`config.mk`:
```
export PLATFORM = sky130hd
export DESIGN_NAME = rrf_mul
export DESIGN_NICKNAME = d
export VERILOG_FILES = /design/src/design/rrf_pkg.sv /design/src/design/rrf_mul.sv
export SDC_FILE = /design/constraint.sdc
export NUM_CORES = 2
export LEC_CHECK = 0
export BUFFER_PORTS_ARGS = -buffer_cell sky130_fd_sc_hd__buf_2
export CAP_MARGIN = 10
export CORE_ASPECT_RATIO = 1.1
export CORE_MARGIN = 1.5
export CORE_UTILIZATION = 40
export CTS_BUF_LIST = sky130_fd_sc_hd__clkbuf_4 sky130_fd_sc_hd__clkbuf_8
export CTS_CLUSTER_SIZE = 28
export DETAILED_ROUTE_END_ITERATION = 10
export PLACE_DENSITY = 0.54
export SLEW_MARGIN = 10
export SYNTH_ARGS = -nofsm -noshare
export SYNTH_HDL_FRONTEND = slang
export SYNTH_SLANG_ARGS = --single-unit
```
`constraint.sdc`:
```
create_clock -name clk -period 8.2 [get_ports clk]
set_input_delay 0.41 -clock clk [delete_from_list [all_inputs] [get_ports clk]]
set_output_delay 0.41 -clock clk [all_outputs]
set_load 0.05 [all_outputs]
```
`src/design/rrf_pkg.sv`:
```
// Shared types and constants for the runoff routing filter.
// Used by rrf_cell, rrf_mul and runoff_routing_filter_core; depends on nothing.
`default_nettype none

package rrf_pkg;

  localparam int HIST_W = 32;
  localparam int TAP_W  = 17;
  localparam int FLOW_W = 48;

  localparam logic [FLOW_W-1:0] MAX48      = {FLOW_W{1'b1}};
  localparam logic [31:0]       ROUND_HALF = 32'h0000_8000;
  localparam logic [16:0]       ONE_Q16    = 17'h1_0000;

  // register indexes on the APB port (byte address = 4 * index)
  localparam logic [1:0] REG_INTERFLOW_RECESSION = 2'd0;
  localparam logic [1:0] REG_GROUND_RECESSION    = 2'd1;
  localparam logic [1:0] REG_DEPTH_TO_FLOW_GAIN  = 2'd2;
  localparam logic [1:0] REG_TAP_COUNT           = 2'd3;

  localparam logic KIND_TAP    = 1'b0;
  localparam logic KIND_SAMPLE = 1'b1;

  typedef struct packed {
    logic              kind;
    logic [3:0]        tap_index;
    logic [TAP_W-1:0]  tap_value;
    logic [HIST_W-1:0] surface_runoff;
    logic [HIST_W-1:0] interflow_runoff;
    logic [HIST_W-1:0] ground_runoff;
  } rrf_runoff_t;

  typedef struct packed {
    logic [FLOW_W-1:0] surface_flow;
    logic [FLOW_W-1:0] interflow_flow;
    logic [FLOW_W-1:0] ground_flow;
    logic [FLOW_W-1:0] total_flow;
  } rrf_flow_t;

  // broadcast control for the row of history/tap cells
  typedef struct packed {
    logic             shift;
    logic             rotate;
    logic [TAP_W-1:0] tap_data;
  } rrf_cell_ctl_t;

  function automatic logic [FLOW_W-1:0] sat_add48(input logic [FLOW_W-1:0] x,
                                                  input logic [FLOW_W-1:0] y);
    logic [FLOW_W:0] s;
    s = {1'b0, x} + {1'b0, y};
    return s[FLOW_W] ? MAX48 : s[FLOW_W-1:0];
  endfunction

endpackage

`default_nettype wire

```
`src/design/rrf_mul.sv`:
```
// 48 x 32 bit Q16 multiply with round half up and 48-bit saturation; products and result are registered.
// Depends on rrf_pkg for MAX48 and ROUND_HALF.
`default_nettype none

module rrf_mul import rrf_pkg::*; (
  input  logic              clk,
  input  logic              rst,
  input  logic              start,
  input  logic [FLOW_W-1:0] a,
  input  logic [31:0]       b,
  output logic [FLOW_W-1:0] y,
  output logic              done
);

  logic [63:0] p_lo;
  logic [47:0] p_hi;
  logic        pend;
  logic [80:0] sum;

  always_ff @(posedge clk) begin
    if (start) begin
      p_lo <= a[31:0] * b;
      p_hi <= a[47:32] * b;
    end
  end

  assign sum = 81'({p_hi, 32'b0}) + 81'(p_lo) + 81'(ROUND_HALF);

  always_ff @(posedge clk) begin
    if (pend) begin
      y <= (|sum[80:64]) ? MAX48 : sum[63:16];
    end
  end

  always_ff @(posedge clk) begin
    if (rst) begin
      pend <= 1'b0;
      done <= 1'b0;
    end else begin
      pend <= start;
      done <= pend;
    end
  end

endmodule

`default_nettype wire

```
# --- Word level (Yosys, flattened, before mapping) ---
# Index checks and enable logic that the tools add are counted.
totals:
  out_inout_bits: 49
  latch_bits: 0
  mem_count: 0
  input_bits: 83
  word_cells: 10
  mem_bits_rw: 0
  romBits: 0
  reg_bits: 162
classes:
  bitwise: 0
  multipliers: 2
  n_eq_ne: 0
  n_mux: 0
  reduce_logical: 1
  shifts: 0
  div_mod_pow: 0
  addsub: 2
  n_lt_le_gt_ge: 0
ops:
  columns: ["op", "n"]
  rows:
  - ["adder 80 x 64 -> 81 bit", 1]
  - ["adder 81 x 16 -> 81 bit, second input constant", 1]
  - ["multiplier 32 x 32 -> 64 bit", 1]
  - ["multiplier 16 x 32 -> 48 bit", 1]
  - ["OR reduction 17 bit", 1]

# --- Logic depth before layout (Yosys ltp) ---
logic_depth:
  ltp_word: 3
  mapped_depth: 31
  ltp_nobuf: 29

# --- Worst setup path after synthesis ---
# No wires, ideal clock.
synth_path:
  path_type: "input to register"
  start: "input port b[8]"
  end: "register p_lo[60], data pin"
  setup_ns: 0.265
  slack_ns: 0.688
  n_path_buf: 3
  arrival_time_ns: 7.247
  cell_stages: 29
  t_required_ns: 7.935
  cell_sequence: "clkbuf_1 -> clkbuf_1 -> nand2_1 -> fa_1 -> inv_1 -> fa_1 -> fa_1 -> inv_1 -> fa_1 -> inv_1 -> fa_1 -> fa_1 -> fa_1 -> inv_1 -> fa_1 -> inv_1 -> ha_1 -> a21oi_1 -> o211ai_1 -> a211oi_1 -> nand3b_1 -> and3_1 -> nor2_1 -> o21bai_1 -> or2_2 -> clkbuf_1 -> a21oi_1 -> o21ai_0 -> xor2_1"
synth_via:
  elab_chain_cells: 1
synth_rtl:
  columns: ["item", "line_no", "rtl"]
  rows:
  - ["from (decl)", "rrf_mul.sv:10", "input logic [31:0] b,"]
  - ["multiplier 32 x 32 -> 64 bit", "rrf_mul.sv:22", "p_lo <= a[31:0] * b;"]
  - ["to (signal assigned)", "rrf_mul.sv:22", null]
  - ["to (decl)", "rrf_mul.sv:15", "logic [63:0] p_lo;"]
# Every way passes these cells.
# A chain may end at the register's enable or synchronous reset.

# --- Final worst setup path ---
layout_path:
  start: "input port a[18]"
  end: "register p_lo[58], data pin"
layout_via:
  elab_chain_cells: 1
layout_rtl:
  columns: ["item", "line_no", "rtl"]
  rows:
  - ["from (decl)", "rrf_mul.sv:9", "input logic [FLOW_W-1:0] a,"]
  - ["multiplier 32 x 32 -> 64 bit", "rrf_mul.sv:22", null]
# Every way passes these cells.

==> impl_metrics.yaml <==
sta:
  period_share_pct: 94.4
  tightest_slew_ns: 1.01
  clock.fmax_ghz: 0.129
  rsz0062_at_grt: "false"
  finalHoldViolCount: 0
  setup_violations: 0
  slew_headroom_pct: 32.1
  slew_violations: 0
  skew_ns: 0.0253
  min_period_ns: 7.74
  tns_ns: 0
floorplanning:
  start_util_pct: 40.3
  rows: 143
  ioPinCount: 132
  coreArea_sq_um: 138000
  dieArea_sq_um: 141000
  die_width_um: 359
  die_y_um: 394
final_layout:
  fin_nets: 7860
  fillers: 13800
  final_layout_size_suffix_gt1_share_pct: 7.39
  synthToLayoutAreaGrowth_pct: 7.14
global_route:
  grt_start_max_net_pins: 57
  grt_pass1_wl_um: 260000
  antenna_found_initial: 28
  grt_pass1_vias: 44500
  grt_util_all_layers_pct: 24.2
  grt_overflow: 0
clock_tree:
  htreeDepth: 4
  cts-root-buf: "clkbuf_8"
  cts.clk_slew.worst_paths_ns: 0.10
  cts.path.max_buffers: 2
  clock-sinks: 147
  cts_buffers: 17
  ctsResizeCount: 0
  cts_tree: "yes"
  clk_latency_ns: 0.59
logic_synthesis:
  ys_warn_count: 0
  syn_nets: 7825
  avgSynthCellArea_sq_um: 9.25
  syn_inst: 6016
  ys_types: 76
  synth_area_sq_um: 55600
  ys_ff_latch: 147
  async_flop_share_pct: 0
  yosysSeqAreaShare_pct: 7.90
  synth_edf_count: 145
  synth_ff_type: "edfxtp_1"
drt:
  ant_nets: 0
  drc: 0
  drt_wl_total_um: 163000
  drt_first_pass_iters: 7
  via_count: 40200
  drt_iter0_drc: 2580
  wl_per_cell_um: 20.7
  routed_via_density: 5.10
critical_path:
  r2r_slack_ns: 2.87
  arrival_ns: 8.06
  critPathLaunchType: "input port"
  cp-end-kind: "flop"
  r2r_cells: 13
  worstPathRequired_ns: 8.52
  path_class: "input port to flop"
  worst-path-max-fanout: 18
status:
  status: "finished clean"
placed_design:
  port_buffers: 131
  dp.final_hpwl_um: 137000
  gp_congestion: 0.906
worst_hold_path:
  hp-class: "input port to flop"
  holdPathStages: 1
flow_run:
  max_cap_violations: 0
==> stage by stage <==
stage	instances	util (%)	area (sq um)	hold WS [ns]	setup WS [ns]
global placement	7843	42.9	59200	0.591	-0.0384
detailed placement	7843	42.9	59200	0.590	-0.0441
CTS	7876	43.1	59600	0.324	0.571
floorplan	6016	-	55600	0.482	0.688
global route	7881	43.1	59600	0.359	0.169
finish	7888	43.2	59600	0.339	0.461
==> path summary, 6_finish.rpt <==
kind	startpoint	to
setup / recovery	a[18]	p_lo[58]
hold / removal	start	p_hi[6]
setup reg to reg	p_hi[3]	y[9]
hold reg to reg	p_lo[31]	y[15]
==> placed cells by master, fill, tap and decap left out, types with 41 or more instances in the layout <==
master	netlist	routed
buf_4	0	202
buf_2	2	130
edfxtp_1	145	145
inv_1	1309	1309
fa_1	1313	1313
a21oi_1	144	144
o21ai_0	69	68
xor2_1	53	53
ha_1	413	413
nand2_1	927	927
a21o_1	46	46
nand4_1	41	41
xnor2_1	87	87
nor2_1	83	83
and2_1	719	719
==> worst max-delay path, stage by stage <==
cell and delay, ns:
buf_2 0.37, nand2_1 0.15, fa_1 0.55, inv_1 0.05
fa_1 0.53, inv_1 0.06, fa_1 0.52, inv_1 0.05
fa_1 0.48, fa_1 0.58, fa_1 0.44, fa_1 0.53
fa_1 0.45, ha_1 0.37, nand2_1 0.10, o21ai_0 0.16
buf_4 0.15, a41oi_1 0.06, a21oi_1 0.42, nand2_1 0.13
o311ai_0 0.38, buf_4 0.18, o211a_1 0.18, nor2_1 0.07
o31ai_1 0.27, buf_4 0.17, a221oi_1 0.08, xnor2_1 0.15
==> layer usage <==
metal  GRT usage (%)  vias to the layer above  share of wire, %
met5               0                        -             0.093
met3            3.00                      227               4.9
met1            32.3                    21000                43
li1                -                    17900                 -
met2            40.6                     1025                48
met4            8.14                       28               3.4
==> state kept, by name, indices dropped and copies added (netlist names) <==
name  flops
pend      1
p_hi     48
y        48
p_lo     49
done      1
==> layout make-up <==
type                       count  area, sq um  area share, %
multi-input combinational   4219        45000           75.4
inverter                    1309         4910           8.24
sequential                   147         4400           7.37
timing repair buffer         357         2660           4.46
tap                         1812         2270           3.80
clock buffer                  17          234          0.393
clock inverter                15          145          0.243
antenna                       12         30.0         0.0504
==> timing repair <==
action                                 CTS  global route
endpoints found under the hold margin    2             0
buffers inserted                         0             0
hold buffers                             1             0
==> cell usage after synthesis, types with 41 or more instances <==
master	count	area [sq um]
fa_1	1313	26300
edfxtp_1	145	4350
and2_1	719	4500
a21oi_1	144	721
nor2_1	83	312
nand2_1	927	3480
xnor2_1	87	762
ha_1	413	5170
xor2_1	53	464
o21ai_0	69	345
inv_1	1309	4910
clkbuf_1	331	1240
a21o_1	46	345
nand4_1	41	257
==> kinds of logic (layout without fill, tap and decap cells) <==
group	after synthesis	in the layout	share of synthesized area (%)
XOR/XNOR	140	140	2.20
AO/OA/AOI/OAI	394	394	4.52
buffers and inverters	1650	1698	11.3
other	0	12	0
adder cells (fa/ha/maj)	1726	1726	56.5
AND/OR/NAND/NOR	1951	1951	17.4
multiplexers	8	8	0.151
flip-flops	147	147	7.90
Power is not shown: default switching activity piles up to over one toggle a cycle in this logic, so the estimate is an artifact.
