File: src/design/rrf_pkg.sv
// Shared types and constants for the runoff routing filter.
// Used by rrf_cell, rrf_mul and runoff_routing_filter_core; depends on nothing.
`default_nettype none

package rrf_pkg;

  localparam int HIST_W = 32;
  localparam int TAP_W  = 17;
  localparam int FLOW_W = 48;

  localparam logic [FLOW_W-1:0] MAX48      = {FLOW_W{1'b1}};
  localparam logic [31:0]       ROUND_HALF = 32'h0000_8000;
  localparam logic [16:0]       ONE_Q16    = 17'h1_0000;

  // register indexes on the APB port (byte address = 4 * index)
  localparam logic [1:0] REG_INTERFLOW_RECESSION = 2'd0;
  localparam logic [1:0] REG_GROUND_RECESSION    = 2'd1;
  localparam logic [1:0] REG_DEPTH_TO_FLOW_GAIN  = 2'd2;
  localparam logic [1:0] REG_TAP_COUNT           = 2'd3;

  localparam logic KIND_TAP    = 1'b0;
  localparam logic KIND_SAMPLE = 1'b1;

  typedef struct packed {
    logic              kind;
    logic [3:0]        tap_index;
    logic [TAP_W-1:0]  tap_value;
    logic [HIST_W-1:0] surface_runoff;
    logic [HIST_W-1:0] interflow_runoff;
    logic [HIST_W-1:0] ground_runoff;
  } rrf_runoff_t;

  typedef struct packed {
    logic [FLOW_W-1:0] surface_flow;
    logic [FLOW_W-1:0] interflow_flow;
    logic [FLOW_W-1:0] ground_flow;
    logic [FLOW_W-1:0] total_flow;
  } rrf_flow_t;

  // broadcast control for the row of history/tap cells
  typedef struct packed {
    logic             shift;
    logic             rotate;
    logic [TAP_W-1:0] tap_data;
  } rrf_cell_ctl_t;

  function automatic logic [FLOW_W-1:0] sat_add48(input logic [FLOW_W-1:0] x,
                                                  input logic [FLOW_W-1:0] y);
    logic [FLOW_W:0] s;
    s = {1'b0, x} + {1'b0, y};
    return s[FLOW_W] ? MAX48 : s[FLOW_W-1:0];
  endfunction

endpackage

`default_nettype wire

File: src/design/rrf_cell.sv
// One cell of the history/tap ring: a surface depth and a unit hydrograph tap.
// Depends on rrf_pkg for the cell control struct and widths.
`default_nettype none

module rrf_cell import rrf_pkg::*; (
  input  logic              clk,
  input  logic              rst,
  input  rrf_cell_ctl_t     ctl,
  input  logic              tap_we,
  input  logic [HIST_W-1:0] hist_prev,
  input  logic [HIST_W-1:0] hist_next,
  input  logic [TAP_W-1:0]  tap_prev,
  output logic [HIST_W-1:0] hist,
  output logic [TAP_W-1:0]  tap
);

  // history shifts up on a new sample and rotates down during the convolution
  always_ff @(posedge clk) begin
    if (rst) begin
      hist <= '0;
    end else if (ctl.shift) begin
      hist <= hist_prev;
    end else if (ctl.rotate) begin
      hist <= hist_next;
    end
  end

  // taps rotate up, opposite to the history, so pairs line up at fixed cells
  always_ff @(posedge clk) begin
    if (tap_we) begin
      tap <= ctl.tap_data;
    end else if (ctl.rotate) begin
      tap <= tap_prev;
    end
  end

endmodule

`default_nettype wire

File: config.mk
export PLATFORM = sky130hd
export DESIGN_NAME = rrf_cell
export DESIGN_NICKNAME = d
export VERILOG_FILES = /design/src/design/rrf_pkg.sv /design/src/design/rrf_cell.sv
export SDC_FILE = /design/constraint.sdc
export NUM_CORES = 1
export LEC_CHECK = 0
export ABC_CLOCK_PERIOD_IN_PS = 1300
export BUFFER_PORTS_ARGS = -buffer_cell sky130_fd_sc_hd__clkbuf_2
export CORE_MARGIN = 4
export CORE_UTILIZATION = 41
export CTS_CLUSTER_SIZE = 10
export DETAILED_ROUTE_END_ITERATION = 7
export PLACE_DENSITY = 0.91
export SYNTH_ARGS = -nofsm -noshare
export SYNTH_HDL_FRONTEND = slang
export SYNTH_SLANG_ARGS = --single-unit
File: constraint.sdc
create_clock -name clk -period 1.3 [get_ports clk]
set_input_delay 0 -clock clk [delete_from_list [all_inputs] [get_ports clk]]
set_output_delay 0 -clock clk [all_outputs]
set_load 0.03 [all_outputs]
# After elaboration in Yosys (flattened, before gate mapping)
# Cells that the tools add are included.
# word_totals
regBits	49
# classes
mux	4
n_reduce_logical	2
# op_table
cell	count
two-way mux 32 bit	2
two-way mux 17 bit	2
nonzero test 2 bit	2

# Longest topological paths before layout
# Gate-level depths: netlist of the first run.
# logic_depth
ltp_word	2
mapped_depth	4
ltp_nobuf	2

# Worst setup path after synthesis of the first run
# Ideal clock, no wire load.
# synth_path
path_kind	input to register
startpoint	in tap_we
endpoint	reg tap[0] (enable)
required_ns	1.007
arrival_ns	0.759
path_slack_ns	0.248
n_path_buf	2
cell_stages	3
path_cell_list	buf_4 > buf_2 > or2_2
# synth_via
elab_chain_len	1
# synth_rtl
element	line_no	source
start: declaration	rrf_cell.sv:9	input logic tap_we,
nonzero test 2 bit (no source line)	n/a	
end signal: assignment	rrf_cell.sv:31	tap <= ctl.tap_data;
end signal: assignment	rrf_cell.sv:33	tap <= tap_prev;
end: declaration	rrf_cell.sv:14	output logic [TAP_W-1:0] tap
# No other way between the ends.
# A chain may end at the register's enable or synchronous reset.

# Final worst setup path of the first run
# layout_path
startpoint	in ctl[16] (netlist bit)
endpoint	reg tap[16], data pin
# layout_via
elab_chain_len	1
# layout_rtl
element	line_no	source
start: declaration	rrf_cell.sv:8	input rrf_cell_ctl_t ctl,
two-way mux 17 bit	rrf_cell.sv:30	if (tap_we) begin
# No other way between the ends.

==> metrics.cfg, run 1 <==
[setup_path]
slowest_delay_ns = 0.56
cp_slowest_cell = dlygate4sd3_1
path_class = in2reg
cp_max_fo = 1
worstPathArrival_ns = 0.94
startpoint_type = input port
path_cells = dlygate4sd3_1 > clkbuf_2 > mux2_2
path_buf_inv = 2
cp-end-kind = flop
crit_family = buffers and inverters
crit_required_ns = 1.35

[clock_tree]
cts_buffer_depth = 2
cts_setup_buffers = 0
numCtsBuffers = 5
clock_latency_ns = 0.29
clk_pin_slew_ns = 0.08
cts.htree.levels = 2
clock_sinks = 49
ctsResizeCount = 0
root_buffer = clkbuf_8
cts_tree = done
holdBufCountCts = 29

[floorplanning]
design.core.area_um2 = 5205
die_y_um = 81.79
die_w_um = 81.79
ios = 152
start_util_pct = 42.88
die-area_um2 = 6689
rows = 26

[power]
p_sw_share_pct = 28.34
switching_power_mw = 1.077
pwr-share-clk_pct = 27.4
ir_drop_uv = 579.3
powerDensity_nw_per_um2 = 1086
internal_power_mw = 2.722
p_leak_nw = 1.686
power_frac_comb_pct = 25.6
seqPwrFrac_pct = 47.0

[sta]
final.setup.tns_ns = 0
max_slew.worst_pin.slew_ns = 0.6707
relSlewSlack_pct = 55.29
fin_skew_ns = 0
hold_viol_final = 0
rsz0062_at_grt = false
fin_crit_sh_pct = 68.76
setup_viol = 0
period_needed_ns = 0.8939
fmax_ghz = 1.119
slew_violations = 0

[yosys]
ys_ff_latch = 49
synth_top_area_share_pct = 28.70
syn_area_per_cell_um2 = 12.47
syn_area_um2 = 2232
synthCells = 179
synth_area_leader_cell = dfxtp_1
synth_nets = 282
netlist_top_cells_area = dfxtp_1 29%, edfxtp_1 23%, mux2i_1 14%
yosysSeqAreaShare_pct = 51.57
synth_cell_types = 13
yosys_warnings = 0

[placement]
portBuffers = 151
place_area_um2 = 3019
gp_congestion = 0.7341
dp_hpwl_mm = 4.653

[global_routing]
grt_max_degree = 33
grt_pass1_vias = 2025
grt_antenna_before_repair = 0
globalRouteOverflowTotal = 0
grt_first_pass_wirelength_mm = 9.384
grt_use_total_pct = 18.50

[final_layout]
diodes = 0
area_growth_pct = 56.67
seq_area_um2 = 1151
final_cell_area_um2 = 3497
multiInputGateArea_um2 = 958.4
nFillCells = 389
drive_gt1_share_pct = 49.59
fin_nets = 467

[route]
wirelength_mm = 6.855
num_vias = 2072
ant_nets = 0
firstDrtPassIters = 4
routedWlPerCell_um = 15.76
drc = 0
drt_iter0_markers = 51
viasPerCell = 4.763

[worst_hold_path]
hp-class = in2reg

[run_status]
status = complete, no violations

[job]
max_cap_viol_count = 0

registers in the layout, indices dropped and copies added, names as in the netlist:
register / count
hist: 32
tap: 17
final timing paths:
check / from / slack (ns) / endpoint / depth (start not counted)
max: ctl[16] / 0.41 / tap[16] / 3
max reg2reg: hist[12] / 0.53 / hist[12] / 2
min reg2reg: hist[16] / 0.56 / hist[16] / 2
min: hist_prev[13] / 0.004 / hist[13] / 3
cell usage in the layout (no fill, tap or decap):
master / netlist / final
a211oi_1: 32 / 32
buf_12: 3 / 2
buf_4: 1 / 3
bufinv_16: 0 / 1
clkbuf_1: 8 / 1
clkbuf_2: 0 / 151
clkbuf_8: 0 / 5
clkinv_2: 0 / 1
dfxtp_1: 32 / 32
dlygate4sd3_1: 0 / 37
edfxtp_1: 17 / 17
inv_1: 1 / 1
mux2_2: 17 / 17
mux2i_1: 32 / 32
nor2b_1: 32 / 32
or2_2: 1 / 1
layout make-up:
cell class | count | share of cell area [%]
Sequential cell | 49 | 32.92
Clock buffer | 6 | 2.075
Timing Repair Buffer | 193 | 33.99
Tap cell | 70 | 2.504
Inverter | 1 | 0.1073
Clock inverter | 2 | 1.002
Multi-Input combinational cell | 114 | 27.41
power groups by stage:
stage | registers (mW) | logic [mW] | clock network (mW)
2_1_floorplan | 2.09 | 0.278 | 0
3_3_place_gp | 1.81 | 0.859 | 0
3_5_place_dp | 1.82 | 0.878 | 0
4_1_cts | 1.78 | 0.949 | 1.06
5_1_grt | 1.80 | 1.04 | 1.14
6_report | 1.79 | 0.971 | 1.04
stage by stage:
| step | setup slack [ns] | power (mW) | hold slack [ns] | util (%) | std cells |
|---|---|---|---|---|---|
| after floorplan | 0.2478 | 2.367 | 0.07276 | - | 179 |
| after global placement | 0.3263 | 2.674 | 0.2819 | 58.00 | 390 |
| after detailed placement | 0.3029 | 2.696 | 0.2868 | 58.00 | 390 |
| after CTS | 0.4019 | 3.790 | 0.001494 | 65.65 | 427 |
| after global routing | 0.3713 | 3.975 | 0.001812 | 67.19 | 435 |
| final | 0.4061 | 3.799 | 0.004128 | 67.19 | 435 |
logic make-up (layout without fill, tap and decap cells):
group / after synthesis / in the layout / share of synthesized area [%]
muxes: 49 / 49 / 22.93
buffers and inverters: 16 / 202 / 5.493
and+or+nand+nor: 33 / 33 / 9.249
DFF: 49 / 49 / 51.57
AOI/OAI and AO/OA: 32 / 32 / 10.76
routing by layer:
layer | wire, µm | GRT usage, % | vias up
li1 | - | - | 1027
met3 | 539 | 4.276 | 6
met1 | 2491 | 19.14 | 945
met4 | 75 | 6.146 | 0
met5 | 0 | 0 | -
met2 | 3748 | 36.03 | 94
Yosys cell counts:
cell and instances:
a211oi_1 32, dfxtp_1 32, mux2i_1 32, nor2b_1 32
edfxtp_1 17, mux2_2 17, clkbuf_1 8, buf_12 3
buf_2 2, buf_4 1, buf_6 1, inv_1 1
or2_2 1
worst reg2reg max path: stages, from the launching register on:
cell      delay (ns)
dfxtp_1         0.35
mux2i_1         0.09
a211oi_1        0.25
Note: power is estimated with default switching activity, not from simulation.
==> run 2, diff against run 1 <==
--- a/config.mk
+++ b/config.mk
@@ -5,7 +5,7 @@
 export SDC_FILE = /design/constraint.sdc
 export NUM_CORES = 1
 export LEC_CHECK = 0
-export ABC_CLOCK_PERIOD_IN_PS = 1300
+export ABC_CLOCK_PERIOD_IN_PS = 830
 export BUFFER_PORTS_ARGS = -buffer_cell sky130_fd_sc_hd__clkbuf_2
 export CORE_MARGIN = 4
 export CORE_UTILIZATION = 41
==> constraint.sdc (replaced) <==
create_clock -name clk -period 0.83 [get_ports clk]
set_input_delay 0 -clock clk [delete_from_list [all_inputs] [get_ports clk]]
set_output_delay 0 -clock clk [all_outputs]
set_load 0.03 [all_outputs]
==> metrics.cfg, run 2 (synthesis results as in run 1) <==
[job]
max_cap_viol_count = 0  ; unchanged

[final_layout]
largest_reg_flops = 32  ; unchanged
diodes = 0  ; unchanged
largest-register = hist
nFillCells = 329  ; -15%
layout_common_cells = 98 x clkbuf_2, 34 x dlygate4sd3_1, 32 x mux2i_1, 32 x nor2b_1, 32 x dfxtp_2
fin_nets = 466  ; -0.21%
top_regs = hist (32), tap (17)
seq_area_um2 = 1191  ; +3.5%
stdcell_count = 434  ; -0.23%
layout_commonest_cell = clkbuf_2
final_cell_area_um2 = 3792  ; +8.4%
multiInputGateArea_um2 = 974.7  ; +1.7%
drive_gt1_share_pct = 59.62  ; +10 points
area_growth_pct = 69.90

[clock_tree]
cts.htree.levels = 2  ; unchanged
clock_latency_ns = 0.29  ; about the same
cts_setup_buffers = 0  ; unchanged
root_buffer = clkbuf_8
clock_sinks = 49  ; unchanged
cts_buffer_depth = 2  ; unchanged
cts_tree = done
clk_pin_slew_ns = 0.10  ; +0.02 ns
numCtsBuffers = 5  ; unchanged

[sta]
final.setup.tns_ns = -0.9146  ; -0.9146 ns
fin_skew_ns = 0  ; unchanged
relSlewSlack_pct = 77.80  ; +23 points
max_slew.worst_pin.slew_ns = 0.3326  ; -0.3381 ns
rsz0062_at_grt = true
slew_violations = 0  ; unchanged
fmax_ghz = 1.086
setup_viol = 17  ; +17
setup_ws_ns = -0.09078  ; -0.4969 ns
period_needed_ns = 0.9208
hold_viol_final = 0  ; unchanged
fin_crit_sh_pct = 110.9

[global_routing]
globalRouteOverflowTotal = 0  ; unchanged
grt_antenna_before_repair = 0  ; unchanged
grt_first_pass_wirelength_mm = 11.86  ; +26%
grt_pass1_vias = 2480  ; +22%
grt_max_degree = 33  ; unchanged
grt_use_total_pct = 23.92  ; +5.4 points
met2_usage_pct = 48.55  ; +13 points
grt_use_met3_pct = 5.921  ; +1.6 points
top_usage_layer = met2
grt_use_met1_pct = 21.92  ; +2.8 points

[floorplanning]
die_y_um = 81.79  ; unchanged
die-area_um2 = 6689  ; unchanged
start_util_pct = 42.88  ; unchanged
die_w_um = 81.79  ; unchanged
design.core.area_um2 = 5205  ; unchanged
rows = 26  ; unchanged
ios = 152  ; unchanged

[worst_hold_path]
hp-class = in2reg
min_delay_path_depth = 2  ; -1

[route]
routedWlPerCell_um = 19.44  ; +23%
drt_iter0_markers = 98  ; +92%
firstDrtPassIters = 4  ; unchanged
wirelength_mm = 8.439  ; +23%
drc = 0  ; unchanged
ant_nets = 0  ; unchanged
num_vias = 2193  ; +5.8%
viasPerCell = 5.053  ; +6.1%

[setup_path]
path_cells = buf_8
crit_family = flip-flops
path_class = reg2out
r2r_cells = 2  ; unchanged
reg2reg_slack_ns = 0.02  ; -0.51 ns
regToRegStartpoint = hist[30]
critPathCapture = tap[8]
startpoint = tap[8]
crit_required_ns = 0.83  ; -0.52 ns
worstPathArrival_ns = 0.92  ; -0.02 ns
cp_max_fo = 1  ; unchanged
path_buf_inv = 1  ; -1
crit_cells = 1  ; -2
startpoint_type = flop
slowest_delay_ns = 0.46  ; -0.10 ns
cp_slowest_cell = edfxtp_1
reg2reg_to = hist[30]
cp-end-kind = output port

[power]
ir_drop_uv = 1015  ; +75%
powerDensity_nw_per_um2 = 1603  ; +48%
p_leak_nw = 1.772  ; +5.1%

[run_status]
violations = negative setup slack
status = finished, violations left

[placement]
dp_hpwl_mm = 5.189  ; +12%
dp.cells = 395  ; +1.3%
pre_cts_ws_ns = -0.06720  ; -0.3701 ns
place_area_um2 = 3124  ; +3.5%
portBuffers = 151  ; unchanged
gp_congestion = 0.7172  ; -2.3%

[run 2: cell type report]
cell class | instances | area share, %
Inverter | 1 | 0.09898
Clock buffer | 5 | 1.815
Clock inverter | 3 | 0.4619
Tap cell | 70 | 2.309
Multi-Input combinational cell | 114 | 25.70
Timing Repair Buffer | 192 | 38.21
Sequential cell | 49 | 31.41
[run 2: per-stage QoR]
step / hold slack [ns] / util [%] / total power [mW]
2_1_floorplan: 0.06532 / - / 3.747
3_3_place_gp: 0.2720 / 60.02 / 4.250
3_5_place_dp: 0.2855 / 60.02 / 4.298
4_1_cts: 0.001547 / 72.50 / 5.967
5_1_grt: 0.004731 / 72.86 / 6.284
6_report: 0.01451 / 72.86 / 6.078
[run 2: how the worst min path moves through the flow]
stage | from | endpoint | slack (ns)
2_1_floorplan | rst | hist[27] | 0.07
3_3_place_gp | hist_prev[10] | hist[10] | 0.27
3_5_place_dp | hist_prev[10] | hist[10] | 0.29
4_1_cts | ctl[2] | tap[2] | 0.002
5_1_grt | tap_prev[11] | tap[11] | 0.005
6_report | tap_prev[9] | tap[9] | 0.01
[run 2: power breakdown]
| group | internal [mW] | switching [mW] |
|---|---|---|
| Combinational | 0.897 | 0.916 |
| Clock | 0.579 | 0.824 |
| Sequential | 2.73 | 0.130 |
[run 2: timing repair]
item / 4_1_cts / 5_1_grt
gates resized for setup: 61 / 44
gates cloned: 0 / 0
hold buffers: 35 / 0
endpoints found under the hold margin: 34 / 0
setup endpoints to repair: 45 / 50
[run 2: per-layer routing]
metal  up-vias  share of wire, %
li1       1024                 -
met1      1020                35
met2       122                54
met3        27               7.5
met4         0               3.4
met5         -                 0
==> run 3, diff against run 2 <==
--- a/config.mk
+++ b/config.mk
@@ -7,7 +7,7 @@
 export LEC_CHECK = 0
 export ABC_CLOCK_PERIOD_IN_PS = 830
 export BUFFER_PORTS_ARGS = -buffer_cell sky130_fd_sc_hd__clkbuf_2
-export CORE_MARGIN = 4
+export CORE_MARGIN = 3
 export CORE_UTILIZATION = 41
 export CTS_CLUSTER_SIZE = 10
 export DETAILED_ROUTE_END_ITERATION = 7
==> metrics.cfg, run 3 (synthesis results as in run 1) <==
[run_status]
status = finished, violations left
violations = negative setup slack

[setup_path]
path_cells = clkbuf_8
cp-end-kind = output port
worstPathArrival_ns = 0.90  ; -0.02 ns
crit_required_ns = 0.83  ; about the same
path_class = reg2out
startpoint_type = flop
crit_family = flip-flops
cp_slowest_cell = edfxtp_1
path_buf_inv = 1  ; unchanged
slowest_delay_ns = 0.43  ; -0.03 ns
cp_max_fo = 1  ; unchanged

[final_layout]
stdcell_count = 437  ; +0.69%
top_regs = hist (32), tap (17)
drive_gt1_share_pct = 60.66  ; +1.0 points
largest-register = hist
largest_reg_flops = 32  ; unchanged
layout_commonest_cell = clkbuf_2
area_growth_pct = 68.11
final_cell_area_um2 = 3752  ; -1.1%
layout_common_cells = 102 x clkbuf_2, 36 x buf_4, 32 x mux2i_1, 32 x nor2b_1, 32 x dfxtp_2
fin_nets = 468  ; +0.43%

[sta]
final.setup.tns_ns = -0.3198  ; +0.5948 ns
fin_crit_sh_pct = 107.9  ; -3.1 points
fin_skew_ns = 0  ; unchanged
setup_viol = 16  ; -1
relSlewSlack_pct = 76.45  ; -1.4 points
slew_violations = 0  ; unchanged
setup_ws_ns = -0.06518  ; +0.02560 ns
period_needed_ns = 0.8952  ; -0.02560 ns
hold_viol_final = 0  ; unchanged
max_slew.worst_pin.slew_ns = 0.3533  ; +0.02070 ns
rsz0062_at_grt = true
fmax_ghz = 1.117  ; +2.9%

[floorplanning]
die-area_um2 = 6366  ; -4.8%
die_y_um = 79.79  ; -2.4%
design.core.area_um2 = 5172  ; -0.62%
rows = 26  ; unchanged
start_util_pct = 43.15  ; +0.27 points
die_w_um = 79.79  ; -2.4%
ios = 152  ; unchanged

[route]
firstDrtPassIters = 4  ; unchanged
ant_nets = 0  ; unchanged
num_vias = 2196  ; +0.14%
drt_iter0_markers = 81  ; -17%
viasPerCell = 5.025  ; -0.55%
routedWlPerCell_um = 17.06  ; -12%
drc = 0  ; unchanged
wirelength_mm = 7.456  ; -12%

[placement]
place_area_um2 = 3142  ; +0.56%
dp_hpwl_mm = 4.728  ; -8.9%
gp_congestion = 0.8099  ; +13%
dp.cells = 399  ; +1.0%
pre_cts_ws_ns = -0.1469  ; -0.07969 ns
portBuffers = 151  ; unchanged

[global_routing]
globalRouteOverflowTotal = 0  ; unchanged
grt_max_degree = 33  ; unchanged
grt_antenna_before_repair = 0  ; unchanged
grt_first_pass_wirelength_mm = 11.36  ; -4.2%
grt_pass1_vias = 2408  ; -2.9%
grt_use_total_pct = 22.99  ; -0.93 points

[clock_tree]
root_buffer = clkbuf_8
clock_sinks = 49  ; unchanged
cts_setup_buffers = 0  ; unchanged
clock_latency_ns = 0.28  ; about the same
numCtsBuffers = 5  ; unchanged
clk_pin_slew_ns = 0.08  ; -0.02 ns
cts.htree.levels = 2  ; unchanged
cts_buffer_depth = 2  ; unchanged
cts_tree = done

[worst_hold_path]
hp-class = in2reg

[power]
switching_power_mw = 1.716  ; -8.2%
seqPwrFrac_pct = 48.1  ; +1.0 points
internal_power_mw = 4.203  ; -0.15%
pwr-share-clk_pct = 22.2  ; -0.9 points
powerDensity_nw_per_um2 = 1577  ; -1.6%
p_leak_nw = 1.770  ; -0.12%
p_sw_share_pct = 29.00  ; -1.8 points
ir_drop_uv = 841.2  ; -17%
power_frac_comb_pct = 29.8  ; about the same

[job]
max_cap_viol_count = 0  ; unchanged

run 3: worst paths after layout:
check | from | to | slack, ns | cells past startpoint
hold / removal | hist_prev[13] | hist[13] | 0.01 | 3
hold reg to reg | hist[23] | hist[23] | 0.56 | 2
setup / recovery | tap[6] | tap[6] | -0.07 | 1
setup reg to reg | hist[26] | hist[26] | 0.03 | 2
run 3: metrics by stage:
step | utilization (%) | hold WS [ns] | power [mW]
floorplan | - | 0.06532 | 3.747
global placement | 60.74 | 0.2724 | 4.249
detailed placement | 60.74 | 0.2808 | 4.294
CTS | 71.00 | 0.0008208 | 5.855
global route | 72.50 | 0.004542 | 6.182
finish | 72.54 | 0.009786 | 5.919
run 3: metal layers:
| layer | share of wire [%] | global-route usage (%) | wire [µm] |
|---|---|---|---|
| met5 | 0 | 0 | 0 |
| met4 | 3.8 | 11.49 | 280 |
| met3 | 8.1 | 4.966 | 601 |
| met2 | 54 | 44.57 | 4001 |
| met1 | 35 | 22.60 | 2573 |
run 3: repair_timing:
action | CTS | global route
hold buffers | 27 | 2
setup endpoints to repair | 34 | 50
endpoints found under the hold margin | 27 | 2
gates resized for setup | 49 | 64
run 3: layout make-up:
cell class                      instances  area (µm²)
Inverter                                1       3.754
Timing Repair Buffer                  194        1420
Multi-Input combinational cell        114       965.9
Antenna cell                            1       2.502
Tap cell                               70       87.58
Fill cell                             350        1420
Sequential cell                        49        1191
Clock buffer                            7       76.32
Clock inverter                          1       5.005
run 3: power groups by stage:
stage | sequential [mW] | combinational (mW) | clock [mW]
3_5_place_dp | 2.87 | 1.42 | 0
5_1_grt | 2.87 | 1.86 | 1.45
2_1_floorplan | 3.30 | 0.449 | 0
4_1_cts | 2.83 | 1.67 | 1.35
3_3_place_gp | 2.87 | 1.38 | 0
6_report | 2.85 | 1.76 | 1.31
